## config.mk

```make
export PLATFORM = sky130hd
export DESIGN_NAME = ghp_back
export DESIGN_NICKNAME = d
export VERILOG_FILES = /design/src/sv/ghp_pkg.sv /design/src/sv/ghp_back.sv
export SDC_FILE = /design/constraint.sdc
export NUM_CORES = 1
export LEC_CHECK = 0
export ABC_AREA = 1
export BUFFER_PORTS_ARGS = -buffer_cell sky130_fd_sc_hd__buf_2
export CORE_UTILIZATION = 47
export DETAILED_ROUTE_END_ITERATION = 12
export HOLD_SLACK_MARGIN = 0.03
export PLACE_DENSITY = 0.8
export SETUP_SLACK_MARGIN = 0.15
export SLEW_MARGIN = 10
export SYNTH_ARGS = -nofsm -noshare
export SYNTH_HDL_FRONTEND = slang
export SYNTH_SLANG_ARGS = --single-unit
```

## constraint.sdc

```tcl
create_clock -name clk -period 2.4 [get_ports clk]
set_input_delay 0.24 -clock clk [delete_from_list [all_inputs] [get_ports clk]]
set_output_delay 0.24 -clock clk [all_outputs]
set_load 0.005 [all_outputs]
```

## src/sv/ghp_pkg.sv

```systemverilog
`default_nettype none
package ghp_pkg;

	localparam int HUE_W      = 16;
	localparam int FIX_W      = 17;
	localparam int CNT_W      = 7;
	localparam int CFG_IDX_W  = 2;
	localparam int CFG_DATA_W = 17;

	localparam int QDEPTH = 8;
	localparam int QPTR_W = $clog2(QDEPTH);
	localparam int QCNT_W = $clog2(QDEPTH + 1);

	localparam logic [HUE_W-1:0] GOLDEN_STEP = 16'd40503;
	localparam logic [FIX_W-1:0] ONE_FIX     = 17'd65536;
	localparam logic [FIX_W-1:0] ALPHA_FIX   = 17'd58982;
	localparam logic [CNT_W-1:0] MAX_COPIES  = 7'd64;

	localparam logic [CFG_IDX_W-1:0] REG_SEED_HUE   = 2'd0;
	localparam logic [CFG_IDX_W-1:0] REG_SATURATION = 2'd1;
	localparam logic [CFG_IDX_W-1:0] REG_BRIGHTNESS = 2'd2;
	localparam logic [CFG_IDX_W-1:0] REG_COPIES     = 2'd3;

	typedef enum logic [2:0] {
		SEC_VTP = 3'd0,
		SEC_QVP = 3'd1,
		SEC_PVT = 3'd2,
		SEC_PQV = 3'd3,
		SEC_TPV = 3'd4,
		SEC_VPQ = 3'd5
	} sector_t;

	typedef struct packed {
		logic [HUE_W-1:0] seed_hue;
		logic [FIX_W-1:0] saturation;
		logic [FIX_W-1:0] brightness;
		logic [CNT_W-1:0] copies;
	} cfg_t;

	typedef struct packed {
		logic [FIX_W-1:0] red;
		logic [FIX_W-1:0] green;
		logic [FIX_W-1:0] blue;
		logic [CNT_W-1:0] ncopy;
	} qent_t;

	function automatic logic [FIX_W-1:0] lim_one(input logic [FIX_W-1:0] x);
		lim_one = (x > ONE_FIX) ? ONE_FIX : x;
	endfunction

	function automatic logic [CNT_W-1:0] lim_copies(input logic [CNT_W-1:0] n);
		lim_copies = (n > MAX_COPIES) ? MAX_COPIES : n;
	endfunction

endpackage
`default_nettype wire

```

## src/sv/ghp_back.sv

```systemverilog
`default_nettype none
module ghp_back (
	input  wire logic                         clk,
	input  wire logic                         arst_n,
	input  wire ghp_pkg::qent_t               rd_data,
	input  wire logic                         nonempty,
	output logic                              rd_en,
	input  wire logic                         pop,
	output logic                              empty,
	output logic [ghp_pkg::FIX_W-1:0]         red,
	output logic [ghp_pkg::FIX_W-1:0]         green,
	output logic [ghp_pkg::FIX_W-1:0]         blue,
	output logic [ghp_pkg::FIX_W-1:0]         alpha,
	output logic                              last_copy
);

	ghp_pkg::qent_t              cur_q;
	logic                        valid_q;
	logic [ghp_pkg::CNT_W-1:0]   k_q;
	logic                        take;

	assign empty     = !valid_q;
	assign red       = cur_q.red;
	assign green     = cur_q.green;
	assign blue      = cur_q.blue;
	assign alpha     = ghp_pkg::ALPHA_FIX;
	assign last_copy = (k_q == cur_q.ncopy - 1'b1);
	assign take      = pop && valid_q;
	// load the next color when idle or when its last copy leaves
	assign rd_en     = nonempty && (!valid_q || (take && last_copy));

	always_ff @(posedge clk or negedge arst_n) begin
		if (!arst_n) begin
			valid_q <= 1'b0;
			k_q     <= '0;
		end else begin
			if (rd_en) begin
				valid_q <= 1'b1;
				k_q     <= '0;
			end else if (take) begin
				if (last_copy) begin
					valid_q <= 1'b0;
				end
				k_q <= k_q + 1'b1;
			end
		end
	end

	always_ff @(posedge clk) begin
		if (rd_en) begin
			cur_q <= rd_data;
		end
	end

	a_copy_in_range: assert property (@(posedge clk) disable iff (!arst_n)
		valid_q |-> (cur_q.ncopy != '0) && (k_q < cur_q.ncopy))
		else $error("copy index outside the color's copy count");

endmodule
`default_nettype wire
```

## After elaboration in Yosys (flattened, before gate mapping)

Index checks and enable logic that the tools add are counted.

| operators by class | value |
|---|---|
| add/sub/neg operators | 2 |
| equality and inequality tests | 1 |
| mux-type cells | 5 |
| reductions and logical operators | 8 |

Operators by type and width:

| kind | number |
|---|---|
| $mux W7 | 2 |
| $add A7 B1 Y7 const B | 1 |
| $eq A7 B7 Y1 | 1 |
| $sub A7 B1 Y7 const B | 1 |
| $reduce_bool A2 Y1 | 2 |
| $logic_and A1 B1 Y1 | 3 |
| $mux W1 | 3 |
| $reduce_and A2 Y1 | 1 |
| $logic_not A1 Y1 | 1 |
| $logic_or A1 B1 Y1 | 1 |

| word-level totals | value |
|---|---|
| flip-flop bits (word level) | 66 |
| word-level logic and storage cells | 22 |

## Longest topological paths before layout

| logic depth | value |
|---|---|
| word-level depth | 7 |
| mapped depth | 14 |
| depth with buffers taken out | 14 |

## Worst setup path after synthesis

OpenSTA, ideal clock, no wires.

| timing | value |
|---|---|
| path type | register -> register |
| start | reg cur_q[0] (netlist bit) |
| end | reg cur_q (netlist bit blue[0]), enable pin |
| library setup time | 375 ps |
| data arrival time | 1,782 ps |
| data required time | 2,025 ps |
| setup slack | 242 ps |
| cell stages (with the launch flop) | 13 |
| buffers on the path | 0 |
| cells stage by stage | edfxtp_1 > inv_1 > ha_1 > nand2_1 > nor2_1 > nand3_1 > nand2_1 > nand2_1 > nor2_1 > nand3_1 > nand2_2 > nand2_2 > inv_4 |

| between the ends | value |
|---|---|
| cells in the longest elaborated chain, start to end | 5 |

Ends and longest elaborated chain:

| item | line | RTL |
|---|---|---|
| start, declared | ghp_back.sv:17 | `ghp_pkg::qent_t cur_q;` |
| start signal, assigned | ghp_back.sv:51 | `cur_q <= rd_data;` |
| $sub A7 B1 Y7 | ghp_back.sv:27 | `assign last_copy = (k_q == cur_q.ncopy - 1'b1);` |
| $eq A7 B7 Y1 | ghp_back.sv:27 |  |
| $logic_and A1 B1 Y1 | ghp_back.sv:30 | `assign rd_en = nonempty && (!valid_q \|\| (take && last_copy));` |
| $logic_or A1 B1 Y1 | ghp_back.sv:30 |  |
| $logic_and A1 B1 Y1 | ghp_back.sv:30 |  |
| named net rd_en | ghp_back.sv:7 | `output logic rd_en,` |

The timed path passes the listed nets, and every way through them passes these cells.
A chain may end at the register's enable or synchronous reset.

## Worst setup path after layout

| timing | value |
|---|---|
| start | reg cur_q[1] (netlist bit) |
| end | out rd_en |

| between the ends | value |
|---|---|
| cells in the longest elaborated chain, start to end | 5 |

Ends and longest elaborated chain:

| item | line |
|---|---|
| $sub A7 B1 Y7 | ghp_back.sv:27 |
| $eq A7 B7 Y1 | ghp_back.sv:27 |
| $logic_and A1 B1 Y1 | ghp_back.sv:30 |
| $logic_or A1 B1 Y1 | ghp_back.sv:30 |
| $logic_and A1 B1 Y1 | ghp_back.sv:30 |
| end, declared | ghp_back.sv:7 |

No other way between the ends.

==> metrics <==
Critical R2R Capture=cur_q[3]$_DFFE_PN_; ANT nets after route=0; initial core utilization=49.2%; clock skew=9.35 ps; die width=80.9 um; layout cells sized above 1=47.7%; Pleak=1.59 nW; crit-path max FO=2; GR Overflow Total=0; Power per Cell Area=717 mW/mm^2; Port Buffers=115; Fmax=453 MHz; die area=0.00655 sq mm; residual DRC count=0; Tot GR Track Use=16.3%; Num CTS Buffers=9; crit path from=cur_q[1]$_DFFE_PN_; Final Cycle Share=92.0%; Distinct cells, synth=21; htree depth=3; RD Place Congestion=0.849; NumNets Final=382; Peak VDD IR=0.379 mV; Seq cells post-synth=66; dpl ws=252 ps; flop-to-flop setup slack=300 ps; num rows=28; deepest clock path buffer count=2; synthesis warning total=0; CTS Root Cell=clkbuf_8; Cell Count, Final, Fillers Out=398; r2r startpoint=cur_q[1]$_DFFE_PN_; crit path time final=2210 ps; detailed placement HPWL=3630 um; outcome=finished, final reports clean; Layout area overhead=19.3%; Seq/Total Area, Yosys=66.3%; core area=0.00596 sq mm; Post-Syn Instances=235; endpoints failing setup=0; CP endpoint kind=output port; Worst-Skew Late Latency=330 ps; Vias=1739; crit path cell chain=inv_2 -> ha_4 -> or2_4 -> nand3_2 -> nor2_1 -> nand2_1 -> nor2_1 -> nand3_1 -> nand2_2 -> nand2_4 -> inv_8 -> buf_12 -> buf_6; kind of critical path=flip-flop to output port; die height=80.9 um; CTS tree=yes; Setup WS post-layout=193 ps; vias in the first global route=1677; WL final=4970 um; total placed cells including tap cells=376; Clock Sinks=66; Hold Fails Final Rpt=0; first-pass GRT wire length=7550 um; antenna violations before repair=0; HP Start=rd_data[54]; Setup TNS Final=0 ps; Max Slew Vio Count=0; RSZ-0062 raised after global routing=yes; Clock Pin Slew Worst Setup and Hold Paths=70 ps; Worst Setup Start Kind=flip-flop; Min-Delay Path Class=primary input to flip-flop; DR iter-0 viols=50; pin count of the biggest net entering global routing=26; I/O Pins=133; hold worst-path end=red[13]$_DFFE_PN_; Avg Cell Area, Syn=12.5 sq um; max_cap viols=0; Synth Cell Area=0.00293 sq mm; CP max stage cell=edfxtp_1; Antenna diodes=0; drt wl/cell=12.5 um; Critical Path RT=2160 ps; Min-Delay Path Depth=1; vias per cell=4.37; Worst Path Arrival=1970 ps; CP peak stage delay=410 ps; CP most frequent cell=nor2_1; R2R depth=14; First-pass DRT Iterations=4
==> layout make-up <==
| cell class | instances | area [sq um] |
|---|---|---|
| flip-flops and latches | 66 | 1940 |
| clock buffers | 10 | 128 |
| well taps | 75 | 93.8 |
| clock inverters | 6 | 57.6 |
| multi-input cells | 98 | 513 |
| inverters | 18 | 75.1 |
| fillers | 501 | 2460 |
| repair buffers | 125 | 684 |
==> synthesized netlist by cell type <==
| library cell | n | share of area (%) |
|---|---|---|
| buf_4 | 68 | 17 |
| edfxtp_1 | 58 | 59 |
| nand2_1 | 36 | 4.6 |
| inv_1 | 17 | 2.2 |
| nor2_1 | 17 | 2.2 |
| dfrtp_1 | 8 | 6.8 |
| nand3_1 | 7 | 1.2 |
| xor2_1 | 6 | 1.8 |
| nand2_2 | 3 | 0.64 |
| conb_1 | 2 | 0.26 |
| ha_1 | 2 | 0.85 |
| xnor2_1 | 2 | 0.60 |
| inv_4 | 1 | 0.21 |
| nand3b_1 | 1 | 0.26 |
| nand4_1 | 1 | 0.21 |
| nor3_1 | 1 | 0.17 |
| nor4_1 | 1 | 0.21 |
| o21ai_1 | 1 | 0.17 |
| o21ai_2 | 1 | 0.30 |
| or2_0 | 1 | 0.21 |
| or2_2 | 1 | 0.21 |
==> cell usage in the layout (no fill, tap or decap), types with 4 or more instances in the layout <==
cell type / Yosys / routed
buf_2: 0 / 114
edfxtp_1: 58 / 58
dfrtp_1: 8 / 8
nand2_2: 3 / 4
nand3_1: 7 / 5
nand2_1: 36 / 33
xor2_1: 6 / 6
clkbuf_8: 0 / 9
nor2_1: 17 / 16
inv_1: 17 / 14
conb_1: 2 / 17
buf_4: 68 / 7
==> layer usage <==
| metal | track usage [%] | vias up | share of wire (%) |
|---|---|---|---|
| met5 | 0 | - | 0 |
| met4 | 9.11 | 0 | 2.1 |
| met3 | 4.83 | 14 | 5.7 |
| met2 | 29.6 | 74 | 55 |
| met1 | 16.7 | 804 | 37 |
| li1 | - | 847 | - |
==> per-stage QoR <==
stage	cell area, sq um	utilization [%]	power (mW)	hold WS (ps)
after CTS	3450	58.0	2.52	58.3
after global placement	3200	53.7	1.62	89.3
final	3490	58.7	2.51	75.6
after floorplan	2990	-	1.56	-55.6
after detailed placement	3200	53.7	1.63	87.9
after global routing	3490	58.7	2.62	50.1
==> cells by family after synthesis <==
kind of cell,share of synthesized area (%)
compound gates,0.470
xor+xnor,2.39
fa+ha+maj,0.854
buf+inv,19.8
flops,66.3
other cells,0.256
simple gates,9.91
==> sequential cells by signal (all words and copies together), names as in the netlist <==
signal and cells:
k_q 7, blue 17, green 17, red 17
cur_q 7, valid_q 1
==> where the power goes <==
group / leakage, nW / total (mW) / switching (mW) / internal (mW)
clock network: 0.0974 / 0.879 / 0.406 / 0.473
logic: 0.871 / 0.262 / 0.134 / 0.128
registers: 0.619 / 1.37 / 0.0630 / 1.30
total: 1.59 / 2.51 / 0.603 / 1.90
==> worst max-delay path: cells and delay by family, from the launching register on <==
family	cells	cell delay [ps]
buffers and inverters	4	340
adder cells (fa/ha/maj)	1	200
flip-flops	1	410
AND/OR/NAND/NOR	8	670
==> what timing repair did <==
action / CTS / global route
hold buffers: 1 / 0
buffers inserted: 4 / 1
endpoints found under the setup margin: 2 / 60
endpoints found under the hold margin: 8 / 0
gates resized for setup: 8 / 10
pin swaps: 3 / 11
==> worst max-delay path by stage <==
stage	endpoint	slack, ps	cells after the start
global placement	cur_q[0]$_DFFE_PN_	330	13
floorplan	blue[0]$_DFFE_PN_	240	12
CTS	rd_en	150	13
global route	rd_en	70	13
detailed placement	cur_q[2]$_DFFE_PN_	250	13
finish	rd_en	190	13
Power figures use the tool's default switching activity.
