<file path="config.mk">
export PLATFORM = sky130hd
export DESIGN_NAME = ghp_fifo
export DESIGN_NICKNAME = d
export VERILOG_FILES = /design/src/sv/ghp_pkg.sv /design/src/sv/ghp_fifo.sv
export SDC_FILE = /design/constraint.sdc
export NUM_CORES = 1
export LEC_CHECK = 0
export ABC_AREA = 1
export BUFFER_PORTS_ARGS = -buffer_cell sky130_fd_sc_hd__buf_4
export CAP_MARGIN = 20
export CORE_AREA = 8 8 204 206
export CTS_CLUSTER_DIAMETER = 150
export DETAILED_ROUTE_END_ITERATION = 12
export DIE_AREA = 0 0 212 214
export GPL_TIMING_DRIVEN = 0
export PLACE_DENSITY = 0.73
export SYNTH_ARGS = -nofsm -noshare
export SYNTH_HDL_FRONTEND = slang
export SYNTH_SLANG_ARGS = --single-unit
</file>
<file path="constraint.sdc">
create_clock -name clk -period 7.35 [get_ports clk]
set_input_delay 1.47 -clock clk [delete_from_list [all_inputs] [get_ports clk]]
set_output_delay 1.47 -clock clk [all_outputs]
set_load 0.02 [all_outputs]
</file>
<file path="src/sv/ghp_pkg.sv">
`default_nettype none
package ghp_pkg;

	localparam int HUE_W      = 16;
	localparam int FIX_W      = 17;
	localparam int CNT_W      = 7;
	localparam int CFG_IDX_W  = 2;
	localparam int CFG_DATA_W = 17;

	localparam int QDEPTH = 8;
	localparam int QPTR_W = $clog2(QDEPTH);
	localparam int QCNT_W = $clog2(QDEPTH + 1);

	localparam logic [HUE_W-1:0] GOLDEN_STEP = 16'd40503;
	localparam logic [FIX_W-1:0] ONE_FIX     = 17'd65536;
	localparam logic [FIX_W-1:0] ALPHA_FIX   = 17'd58982;
	localparam logic [CNT_W-1:0] MAX_COPIES  = 7'd64;

	localparam logic [CFG_IDX_W-1:0] REG_SEED_HUE   = 2'd0;
	localparam logic [CFG_IDX_W-1:0] REG_SATURATION = 2'd1;
	localparam logic [CFG_IDX_W-1:0] REG_BRIGHTNESS = 2'd2;
	localparam logic [CFG_IDX_W-1:0] REG_COPIES     = 2'd3;

	typedef enum logic [2:0] {
		SEC_VTP = 3'd0,
		SEC_QVP = 3'd1,
		SEC_PVT = 3'd2,
		SEC_PQV = 3'd3,
		SEC_TPV = 3'd4,
		SEC_VPQ = 3'd5
	} sector_t;

	typedef struct packed {
		logic [HUE_W-1:0] seed_hue;
		logic [FIX_W-1:0] saturation;
		logic [FIX_W-1:0] brightness;
		logic [CNT_W-1:0] copies;
	} cfg_t;

	typedef struct packed {
		logic [FIX_W-1:0] red;
		logic [FIX_W-1:0] green;
		logic [FIX_W-1:0] blue;
		logic [CNT_W-1:0] ncopy;
	} qent_t;

	function automatic logic [FIX_W-1:0] lim_one(input logic [FIX_W-1:0] x);
		lim_one = (x > ONE_FIX) ? ONE_FIX : x;
	endfunction

	function automatic logic [CNT_W-1:0] lim_copies(input logic [CNT_W-1:0] n);
		lim_copies = (n > MAX_COPIES) ? MAX_COPIES : n;
	endfunction

endpackage
`default_nettype wire

</file>
<file path="src/sv/ghp_fifo.sv">
`default_nettype none
module ghp_fifo (
	input  wire logic           clk,
	input  wire logic           arst_n,
	input  wire logic           wr_en,
	input  wire ghp_pkg::qent_t wr_data,
	input  wire logic           rd_en,
	output ghp_pkg::qent_t      rd_data,
	output logic                nonempty
);

	ghp_pkg::qent_t              mem_q [ghp_pkg::QDEPTH];
	logic [ghp_pkg::QPTR_W-1:0]  wp_q;
	logic [ghp_pkg::QPTR_W-1:0]  rp_q;
	logic [ghp_pkg::QCNT_W-1:0]  cnt_q;

	assign nonempty = (cnt_q != '0);
	assign rd_data  = mem_q[rp_q];

	always_ff @(posedge clk or negedge arst_n) begin
		if (!arst_n) begin
			wp_q  <= '0;
			rp_q  <= '0;
			cnt_q <= '0;
		end else begin
			if (wr_en) begin
				wp_q <= wp_q + 1'b1;
			end
			if (rd_en) begin
				rp_q <= rp_q + 1'b1;
			end
			cnt_q <= cnt_q + ghp_pkg::QCNT_W'(wr_en) - ghp_pkg::QCNT_W'(rd_en);
		end
	end

	always_ff @(posedge clk) begin
		if (wr_en) begin
			mem_q[wp_q] <= wr_data;
		end
	end

	a_no_overflow: assert property (@(posedge clk) disable iff (!arst_n)
		wr_en |-> (cnt_q != ghp_pkg::QCNT_W'(ghp_pkg::QDEPTH)) || rd_en)
		else $error("queue written while full");

	a_no_underflow: assert property (@(posedge clk) disable iff (!arst_n)
		rd_en |-> nonempty)
		else $error("queue read while empty");

endmodule
`default_nettype wire

</file>
Word level (Yosys, flattened, before mapping)
Memory sizes are Yosys's and may differ from the RTL's.
Index checks and enable logic that the tools add are counted.

cells by class
  add/sub/neg operators = 4
  multiply operators = 0
  div/mod/pow operators = 0
  order comparisons = 0
  eq/ne operators = 0
  shift-type cells = 0
  mux-type cells = 2
  bitwise operators = 0
  reduce and logical (&&, ||, !) cells = 1

operators by type and width
  kind                   number
  $add A3 B1 Y3 const B  2
  $add A4 B1 Y4          1
  $reduce_bool A4 Y1     1
  $sub A4 B1 Y4          1
  $mux W1                2

storage, ports and cells
  register bits = 10
  latch bits = 0
  memory bits (writable) = 464
  memory bits (read-only) = 0
  bits of input ports = 62
  output and inout port bits = 59
  logic and storage cells = 11
  memories = 1

memory list
  name   depth  bits a word  read ports  clocked after memory_dff  wr ports  RTL line        RTL
  mem_q  8      58           1           0                         1         ghp_fifo.sv:12  ghp_pkg::qent_t mem_q [ghp_pkg::QDEPTH];

Depth between registers and ports, before layout
Gate-level depths: netlist of the first run.

  word-level depth = 2
  mapped depth = 9
  depth with buffers taken out = 7

Least setup slack after synthesis of the first run
No wires, ideal clock.

  kind = in2reg
  start point = input wr_en
  end point = memory mem_q[0][0] (netlist name) (enable)
  arrival time = 4.249 ns
  required time = 6.876 ns
  slack = 2.627 ns
  stages on the path = 3
  buffers on the path = 0
  cells stage by stage = inv_1 or2_2 nor2_1

on the way
  longest elaborated chain between the ends = 2

ends and longest elaborated chain
  element                        RTL line        RTL
  start, declared                ghp_fifo.sv:5   input wire logic wr_en,
  $mux W1                        ghp_fifo.sv:37  if (wr_en) begin
  $mux W1 (implied by the code)  ghp_fifo.sv:38  mem_q[wp_q] <= wr_data;
  end, declared                  ghp_fifo.sv:12

Every way passes these cells.

==> results of run 1 <==
[registers in the layout (all words and copies together) (netlist names)]
register / count
mem_q: 464
rp_q: 3
cnt_q: 4
wp_q: 3
[worst min-delay path: cells and delay by family (launching register included)]
family           cells  cell delay (ns)
flip-flops           1             0.39
AND/OR/NAND/NOR      2             0.11
[Yosys cell counts, drive strengths merged]
| master | number |
|---|---|
| nand2 | 766 |
| inv | 481 |
| edfxtp | 464 |
| nand3 | 234 |
| buf | 73 |
| clkbuf | 16 |
| dfrtp | 10 |
| nor2 | 8 |
| ha | 7 |
| xor2 | 4 |
| o21ai | 2 |
| a21oi | 1 |
| fa | 1 |
| or2 | 1 |
| xnor2 | 1 |
[cell type report]
cell class	count	area (µm²)
buffer	89	578
fill	2851	14000
tap	518	648
clock inverter	25	254
clock buffer	60	1270
inverter	481	1810
sequential	474	14200
antenna	6	15.0
multi-input combinational	1025	4310
timing repair buffer	136	1250
[routing by layer]
metal / global-route usage (%) / routed length, µm / vias up
met1: 28.0 / 20200 / 6659
met2: 34.8 / 23300 / 612
met5: 0 / 13 / -
li1: - / - / 6804
met3: 4.09 / 4090 / 115
met4: 9.20 / 1720 / 2
[logic make-up (layout without fill, tap and decap cells)]
kind of cell,after synthesis,in the layout,share of synthesized area (%)
other,0,6,0
DFF,474,474,68.1
buffers and inverters,570,791,11.5
and+or+nand+nor,1009,1009,19.6
adders and majority gates,8,8,0.517
xor gates and xnor gates,5,5,0.210
AOI/OAI and AO/OA,3,3,0.0721
[report_power, final]
group	internal (mW)	total [mW]	leakage, nW	switching, mW
combinational	1.31	3.96	6.24	2.65
clock	1.39	2.38	0.736	0.990
sequential	3.28	3.34	4.33	0.0667
total	5.98	9.69	11.3	3.71
[per-stage QoR]
| step | cell area, µm² | power, mW | hold WS (ns) | setup slack, ns |
|---|---|---|---|---|
| 2_1_floorplan | 20800 | 5.82 | 0.490 | 2.63 |
| 3_3_place_gp | 22400 | 7.21 | 0.504 | 0.305 |
| 3_5_place_dp | 22800 | 7.34 | 0.520 | 3.87 |
| 4_1_cts | 24300 | 9.73 | 0.535 | 3.44 |
| 5_1_grt | 24300 | 10.2 | 0.585 | 3.31 |
| 6_report | 24300 | 9.69 | 0.532 | 3.43 |
[worst min path at each step]
stage                  from  cells after the start      end
floorplan           wp_q[0]                      2  wp_q[0]
global placement    wp_q[0]                      2  wp_q[0]
detailed placement  wp_q[0]                      2  wp_q[0]
CTS                 wp_q[0]                      2  wp_q[0]
global route        wp_q[2]                      2  wp_q[2]
finish              wp_q[0]                      2  wp_q[0]
==> run_results.csv, run 1 <==
group,metric,value,unit
sta,min_period,3.92,ns
run_status,outcome,"finished clean",
synthesis,synth.distinct_cells,19,
synthesis,yosys_register_bits,474,
synthesis,syn_area,0.0208,mm²
synthesis,yosysWarnings,0,
pwr,p_leak,11.3,nW
clock_network,cts.hold.buffers_added,0,
floorplan,rows,72,
flow_run,maxCapViolations,0,
final_layout,finalNonFillerCells,2814,
final_layout,drive_above_1_share,12.3,%
detailed_routing,drt_iter0_markers,1274,
sta,fmax,255,MHz
final_layout,final_common_cell,"nand2_1",
worst_setup_path,arrival,2.45,ns
clock_network,cts_htree_levels,2,
sta,finalSetupTns,0,ns
worst_setup_path,cp.depth,8,
synthesis,syn_inst,2069,
clock_network,cts_buffers,48,
worst_setup_path,reg2reg_slack,5.07,ns
clock_network,cts.sinks,474,
synthesis,yosysTopAreaCell,"edfxtp_1",
worst_setup_path,worstReg2RegStart,"wp_q[0]",
worst_setup_path,worst_path_largest_cell_delay,0.52,ns
grt,grt_max_degree,27,
grt,grt_overflow,0,
floorplan,die_y,214,µm
clock_network,cts_resized,0,
sta,setup_viol,0,
floorplan,dieArea,0.0454,mm²
worst_setup_path,cp_top_family,"buffers and inverters",
synthesis,seq_area_frac_synth,68.1,%
grt,grt_pass1_wl,75800,µm
sta,min_period_over_period,53.3,%
detailed_routing,wl,49300,µm
clock_network,clock_latency,0.57,ns
worst_setup_path,cp_data_required_time,5.88,ns
floorplan,initial_core_util,54.4,%
floorplan,die_w,212,µm
floorplan,core-area,0.0383,mm²
synthesis,syn_nets,2139,
worst_setup_path,end_kind,"primary output",
grt,grt_pass1_vias,14100,
placement,dp.cells,2723,
worst_setup_path,setup.worst_path.start,"rp_q[1]",
synthesis,synth_top_area_share,66.9,%
sta,worst_pin_slew,0.825,ns
final_layout,areaGrowthSynthToFinish,16.8,%
floorplan,io_pins,121,
worst_setup_path,worstSetupPathType,"reg2out",
clock_network,cts-root-buf,"clkbuf_16",
worst_setup_path,crit_fanout,10,
pwr,max-vdd-ir-drop,0.243,mV
placement,dp_hpwl,31700,µm
detailed_routing,wl_per_cell,17.5,µm
sta,hold_violations,0,
worst_setup_path,rr_worst_depth,4,
clock_network,path_clk_slew,0.06,ns
final_layout,final_core_util,63.5,%
clock_network,postCtsSetupRepairBufs,0,
final_layout,final_cell_mix,"nand2_1 (766), inv_1 (479), edfxtp_1 (464)",
worst_setup_path,crit_chain,"buf_4 -> inv_4 -> clkbuf_1 -> nand3_1 -> nand2_1 -> nand2_1 -> nand2_1 -> buf_4",
worst_setup_path,path_common_cell,"nand2_1",
sta,slew_viol_final,0,
detailed_routing,dr.pass1.iters,6,
pwr,power_density,398,mW/mm²
worst_setup_path,slowest_stage,"clkbuf_1",
placement,io_buffers,120,
detailed_routing,drc,0,
clock_network,clockBufferDepth,3,
detailed_routing,viasPerCell,5.04,
worst_setup_path,cp-start-kind,"flop",
grt,antenna_found_initial,7,
clock_network,tritoncts,"yes",
placement,gp_congestion,0.763,
worst_setup_path,crit_end,"rd_data[7]",
sta,maxSlewHeadroom,44.9,%
detailed_routing,final_antenna_net_count,0,
worst_setup_path,r2r-end,"mem_q[4][32]",
grt,gr-usage-all-layers,21.5,%
synthesis,syn-mean-instance-area,10.1,µm²
worst_setup_path,path_buf_inv,4,
sta,rsz0062_at_grt,"no",
min_path,min_path_type,"reg2reg",
sta,clock_skew,0.0151,ns
final_layout,nets,2325,
detailed_routing,num_vias,14200,
synthesis,ys_top_cells_by_area,"edfxtp_1 (67%), nand2_1 (14%), inv_1 (8.6%)",
Note: power is estimated with default switching activity, not from simulation.
==> inputs of run 2 (changes only) <==
==> constraint.sdc (replaced) <==
create_clock -name clk -period 3.62 [get_ports clk]
set_input_delay 0.724 -clock clk [delete_from_list [all_inputs] [get_ports clk]]
set_output_delay 0.724 -clock clk [all_outputs]
set_load 0.02 [all_outputs]
==> run 2 against run 1 <==
Net effect:
- clock power is 100% higher
- global-route usage is 0.84 points higher
- register-to-register slack worse by 3.7 ns
- combinational power is 110% higher
- clock-buffer cell count is 3 lower
- non-clock buffer count is 1 higher
- die area stayed put
- sequential share of layout area hardly changed
- sequential power is 100% higher
==> run_results.csv, run 2 (synthesis results as in run 1) <==
group,metric,value,unit
worst_setup_path,end_kind,"primary output",
grt,gr-usage-all-layers,22.3,%
floorplan,core-area,0.0383,mm²
worst_setup_path,slowest_stage,"clkbuf_1",
detailed_routing,viasPerCell,5.07,
run_status,outcome,"finished clean",
worst_setup_path,rr_worst_depth,4,
clock_network,cts_buffers,47,
placement,dp_hpwl,32000,µm
worst_setup_path,r2r-end,"mem_q[0][13]",
final_layout,largest_register,"mem_q",
clock_network,cts_htree_levels,2,
worst_setup_path,worstSetupPathType,"reg2out",
clock_network,tritoncts,"yes",
floorplan,die_w,212,µm
clock_network,clockBufferDepth,3,
detailed_routing,wl_per_cell,18.1,µm
sta,clock_skew,0.0168,ns
sta,maxSlewHeadroom,47.3,%
worst_setup_path,worst_path_largest_cell_delay,0.48,ns
clock_network,cts-root-buf,"clkbuf_16",
final_layout,drive_above_1_share,12.4,%
sta,slew_viol_final,0,
detailed_routing,wl,50800,µm
pwr,p_leak,11.3,nW
detailed_routing,num_vias,14300,
final_layout,areaGrowthSynthToFinish,16.8,%
min_path,holdCritStartpoint,"wr_data[15]",
min_path,min_path_type,"in2reg",
grt,grt_max_degree,26,
final_layout,top_regs,"mem_q (464), cnt_q (4)",
worst_setup_path,worstReg2RegStart,"wp_q[0]",
sta,fmax,315,MHz
clock_network,postCtsSetupRepairBufs,0,
floorplan,dieArea,0.0454,mm²
final_layout,nets,2325,
flow_run,maxCapViolations,0,
sta,min_period,3.18,ns
pwr,power_density,811,mW/mm²
floorplan,die_y,214,µm
detailed_routing,drt_iter0_markers,1365,
sta,hold_violations,0,
placement,io_buffers,120,
grt,antenna_found_initial,4,
clock_network,path_clk_slew,0.06,ns
sta,holdWs,0.385,ns
clock_network,clock_latency,0.57,ns
detailed_routing,final_antenna_net_count,0,
clock_network,cts.hold.buffers_added,1,
pwr,max-vdd-ir-drop,0.504,mV
floorplan,initial_core_util,54.4,%
final_layout,final_cell_mix,"nand2_1 (766), inv_1 (479), edfxtp_1 (464)",
worst_setup_path,path_common_cell,"nand2_1",
min_path,holdPathEnd,"mem_q[6][15]",
placement,gp_congestion,0.768,
clock_network,cts.sinks,474,
floorplan,io_pins,121,
sta,rsz0062_at_grt,"no",
grt,grt_pass1_wl,78600,µm
final_layout,final_common_cell,"nand2_1",
detailed_routing,dr.pass1.iters,8,
worst_setup_path,cp_data_required_time,2.90,ns
floorplan,rows,72,
sta,setup_viol,0,
detailed_routing,drc,0,
final_layout,largest_register_ffs,464,
grt,grt_overflow,0,
worst_setup_path,crit_chain,"buf_4 -> inv_4 -> clkbuf_1 -> nand3_1 -> nand2_1 -> nand2_1 -> nand2_1 -> buf_4",
worst_setup_path,arrival,2.45,ns
sta,worst_pin_slew,0.789,ns
worst_setup_path,crit_fanout,10,
clock_network,cts_resized,0,
sta,finalSetupTns,0,ns
worst_setup_path,cp-start-kind,"flop",
worst_setup_path,reg2reg_slack,1.35,ns
grt,grt_pass1_vias,14400,
min_path,whs_path_depth,1,
sta,min_period_over_period,87.7,%
## run 2: worst max-delay path: cells and delay by family, from the launching register on
| kind | cells | cell delay [ns] |
|---|---|---|
| flip-flops | 1 | 0.40 |
| AND/OR/NAND/NOR | 4 | 0.47 |
| buffers and inverters | 4 | 1.01 |
## run 2: cell type report
class                           count  area [µm²]
Buffer                             89         578
Inverter                          481        1810
Antenna cell                        2        5.00
Multi-Input combinational cell   1025        4310
Sequential cell                   474       14200
Tap cell                          518         648
Timing Repair Buffer              137        1270
Clock buffer                       57        1230
Fill cell                        2889       14000
Clock inverter                     31         285
## run 2: routing by layer
layer	global-route usage (%)	wire (µm)
met3	3.74	4260
met5	0	32
met2	37.4	25000
met4	7.74	1430
met1	29.0	20100
## run 2: per-stage QoR
stage                     power, mW  setup WS, ns  utilization (%)  cell area, µm²  instances
after CTS                      19.8         0.420             63.5           24300       2812
final                          19.7         0.445             63.5           24300       2814
after global placement         14.7         -2.85             58.5           22400       2707
after global routing           20.8         0.310             63.5           24300       2814
after floorplan                11.8        -0.357                -           20800       2069
after detailed placement       15.0         0.889             59.5           22800       2723
## run 2: report_power, final
| part | total (mW) | internal (mW) | leakage, nW | switching, mW |
|---|---|---|---|---|
| Sequential | 6.79 | 6.65 | 4.33 | 0.137 |
| Clock | 4.82 | 2.79 | 0.742 | 2.03 |
| Combinational | 8.12 | 2.66 | 6.25 | 5.46 |
## run 2: worst max path at each step
stage / from / end / slack [ns] / cells after the start
2_1_floorplan: wr_en / mem_q[0][0] / -0.36 / 3
3_3_place_gp: wr_en / mem_q[0][19] / -2.85 / 4
3_5_place_dp: wr_en / mem_q[0][19] / 0.89 / 6
4_1_cts: rp_q[1] / rd_data[27] / 0.42 / 8
5_1_grt: rp_q[1] / rd_data[22] / 0.31 / 8
6_report: rp_q[1] / rd_data[57] / 0.44 / 8
==> inputs of run 3 (changes only) <==
--- a/config.mk
+++ b/config.mk
@@ -13,7 +13,7 @@
 export DETAILED_ROUTE_END_ITERATION = 12
 export DIE_AREA = 0 0 212 214
 export GPL_TIMING_DRIVEN = 0
-export PLACE_DENSITY = 0.73
+export PLACE_DENSITY = 0.75
 export SYNTH_ARGS = -nofsm -noshare
 export SYNTH_HDL_FRONTEND = slang
 export SYNTH_SLANG_ARGS = --single-unit
==> constraint.sdc (replaced) <==
create_clock -name clk -period 2.7 [get_ports clk]
set_input_delay 0.54 -clock clk [delete_from_list [all_inputs] [get_ports clk]]
set_output_delay 0.54 -clock clk [all_outputs]
set_load 0.02 [all_outputs]
==> run 3 against run 2 <==
Net effect:
- clock skew fell by 0.0083 ns
- design area is 2.0% higher
- combinational power increased by 40%
- sequential power rose by 34%
- die area unchanged
- worst setup slack worse by 0.39 ns
- flip-flop and latch count unchanged
- clock power increased by 48%
- wire length grew 0.57%
- critical path type unchanged
- critical endpoint is now rd_data[34]
- largest cell class unchanged
==> run_results.csv, run 3 (synthesis results as in run 1) <==
group,metric,value,unit
run_status,outcome,"finished clean",
grt,grt_max_degree,28,
clock_network,cts-root-buf,"clkbuf_16",
sta,worst_slack,0.0515,ns
pwr,power,27.7,mW
worst_setup_path,setup.worst_path.start,"rp_q[0]",
floorplan,rows,72,
placement,gp_congestion,0.786,
floorplan,initial_core_util,54.4,%
worst_setup_path,r2r-end,"mem_q[0][21]",
worst_setup_path,rr_worst_depth,5,
clock_network,cts.sinks,474,
sta,holdWs,0.213,ns
grt,grt_pass1_wl,78300,µm
flow_run,maxCapViolations,0,
final_layout,nets,2329,
final_layout,stdcell_area,0.0248,mm²
pwr,max-vdd-ir-drop,0.693,mV
floorplan,core-area,0.0383,mm²
final_layout,areaGrowthSynthToFinish,19.2,%
detailed_routing,drc,0,
detailed_routing,num_vias,14200,
grt,gr-usage-all-layers,22.3,%
worst_setup_path,end_kind,"primary output",
placement,dp_slack,0.121,ns
detailed_routing,dr.pass1.iters,7,
final_layout,finalNonFillerCells,2819,
floorplan,die_w,212,µm
placement,dp.cells,2724,
detailed_routing,drt_iter0_markers,1442,
detailed_routing,wl_per_cell,18.1,µm
pwr,power_density,1120,mW/mm²
floorplan,die_y,214,µm
pwr,p_leak,11.5,nW
sta,hold_violations,0,
detailed_routing,viasPerCell,5.05,
min_path,min_path_type,"in2reg",
worst_setup_path,cp_data_required_time,2.16,ns
sta,setup_viol,0,
worst_setup_path,worstSetupPathType,"reg2out",
final_layout,drive_above_1_share,13.6,%
worst_setup_path,cp-start-kind,"flop",
floorplan,dieArea,0.0454,mm²
sta,fmax,378,MHz
grt,antenna_found_initial,3,
sta,rsz0062_at_grt,"yes",
placement,io_buffers,120,
final_layout,final_core_util,64.8,%
worst_setup_path,arrival,2.11,ns
sta,worst_pin_slew,0.826,ns
placement,dp_hpwl,31900,µm
sta,finalSetupTns,0,ns
placement,place_area,0.0228,mm²
clock_network,path_clk_slew,0.06,ns
final_layout,largest_register,"mem_q",
grt,grt_overflow,0,
sta,slew_viol_final,0,
final_layout,final_common_cell,"nand2_1",
worst_setup_path,worstReg2RegStart,"wp_q[0]",
final_layout,largest_register_ffs,464,
floorplan,io_pins,121,
clock_network,clock_latency,0.55,ns
sta,min_period_over_period,98.1,%
clock_network,cts_buffers,49,
final_layout,top_regs,"mem_q (464), cnt_q (4)",
sta,maxSlewHeadroom,44.8,%
sta,min_period,2.65,ns
worst_setup_path,crit_fanout,10,
sta,clock_skew,0.00842,ns
final_layout,final_cell_mix,"nand2_1 (763), inv_1 (479), edfxtp_1 (464)",
detailed_routing,wl,51100,µm
clock_network,postCtsSetupRepairBufs,0,
clock_network,tritoncts,"yes",
grt,grt_pass1_vias,14200,
worst_setup_path,crit_end,"rd_data[34]",
clock_network,cts_htree_levels,2,
worst_setup_path,reg2reg_slack,0.42,ns
clock_network,clockBufferDepth,3,
detailed_routing,final_antenna_net_count,0,
==> run 3: cell count changes in the layout (fill, tap and decap cells not counted), sizes merged <==
cell      change
diode         +2
bufinv        +6
buf           -4
clkbuf        +5
clkinv        -5
clkinvlp      +1
==> run 3: how the worst min path moves through the flow <==
stage	endpoint	startpoint	cells after the start	slack [ns]
after CTS	mem_q[0][30]	wr_data[30]	1	0.19
final	rp_q[0]	rd_en	2	0.21
after global routing	mem_q[3][11]	wr_data[11]	1	0.19
after detailed placement	cnt_q[3]	arst_n	1	0.39
after floorplan	cnt_q[0]	arst_n	0	0.24
after global placement	cnt_q[3]	arst_n	1	0.38
==> run 3: area by class of cell <==
type                       count  area, µm²
sequential                   474      14200
fill                        2755      13500
multi-input combinational   1025       4320
inverter                     481       1820
timing repair buffer         139       1320
clock buffer                  56       1250
buffer                        89        813
tap                          518        648
clock inverter                33        443
antenna                        4       10.0
==> run 3: what timing repair did <==
item,CTS,global route
setup endpoints to repair,58,57
gates cloned,0,1
hold buffers,1,0
gates resized for setup,36,63
endpoints found under the hold margin,10,0
==> run 3: worst max-delay path, cell delays in order (launching register included) <==
cell and delay (ns):
dfrtp_1 0.40, buf_6 0.16, inv_8 0.11, buf_12 0.16, buf_8 0.16, nand2_1 0.06, nand3_1 0.08, nand2_1 0.07
nand2_1 0.06, nand2_1 0.11, buf_4 0.17
==> run 3: report_power, final <==
part,total (mW),switching [mW],internal (mW)
clock,7.13,2.76,4.37
sequential,9.11,0.185,8.92
combinational,11.4,7.42,4.00
total,27.7,10.4,17.3
==> run 3: layer usage <==
layer	vias to the layer above	part of all wire (%)	GRT usage (%)
met3	132	7.8	3.64
met2	598	49	36.9
met1	6688	40	29.1
met4	4	3.1	9.13
met5	-	0.053	0
li1	6815	-	-
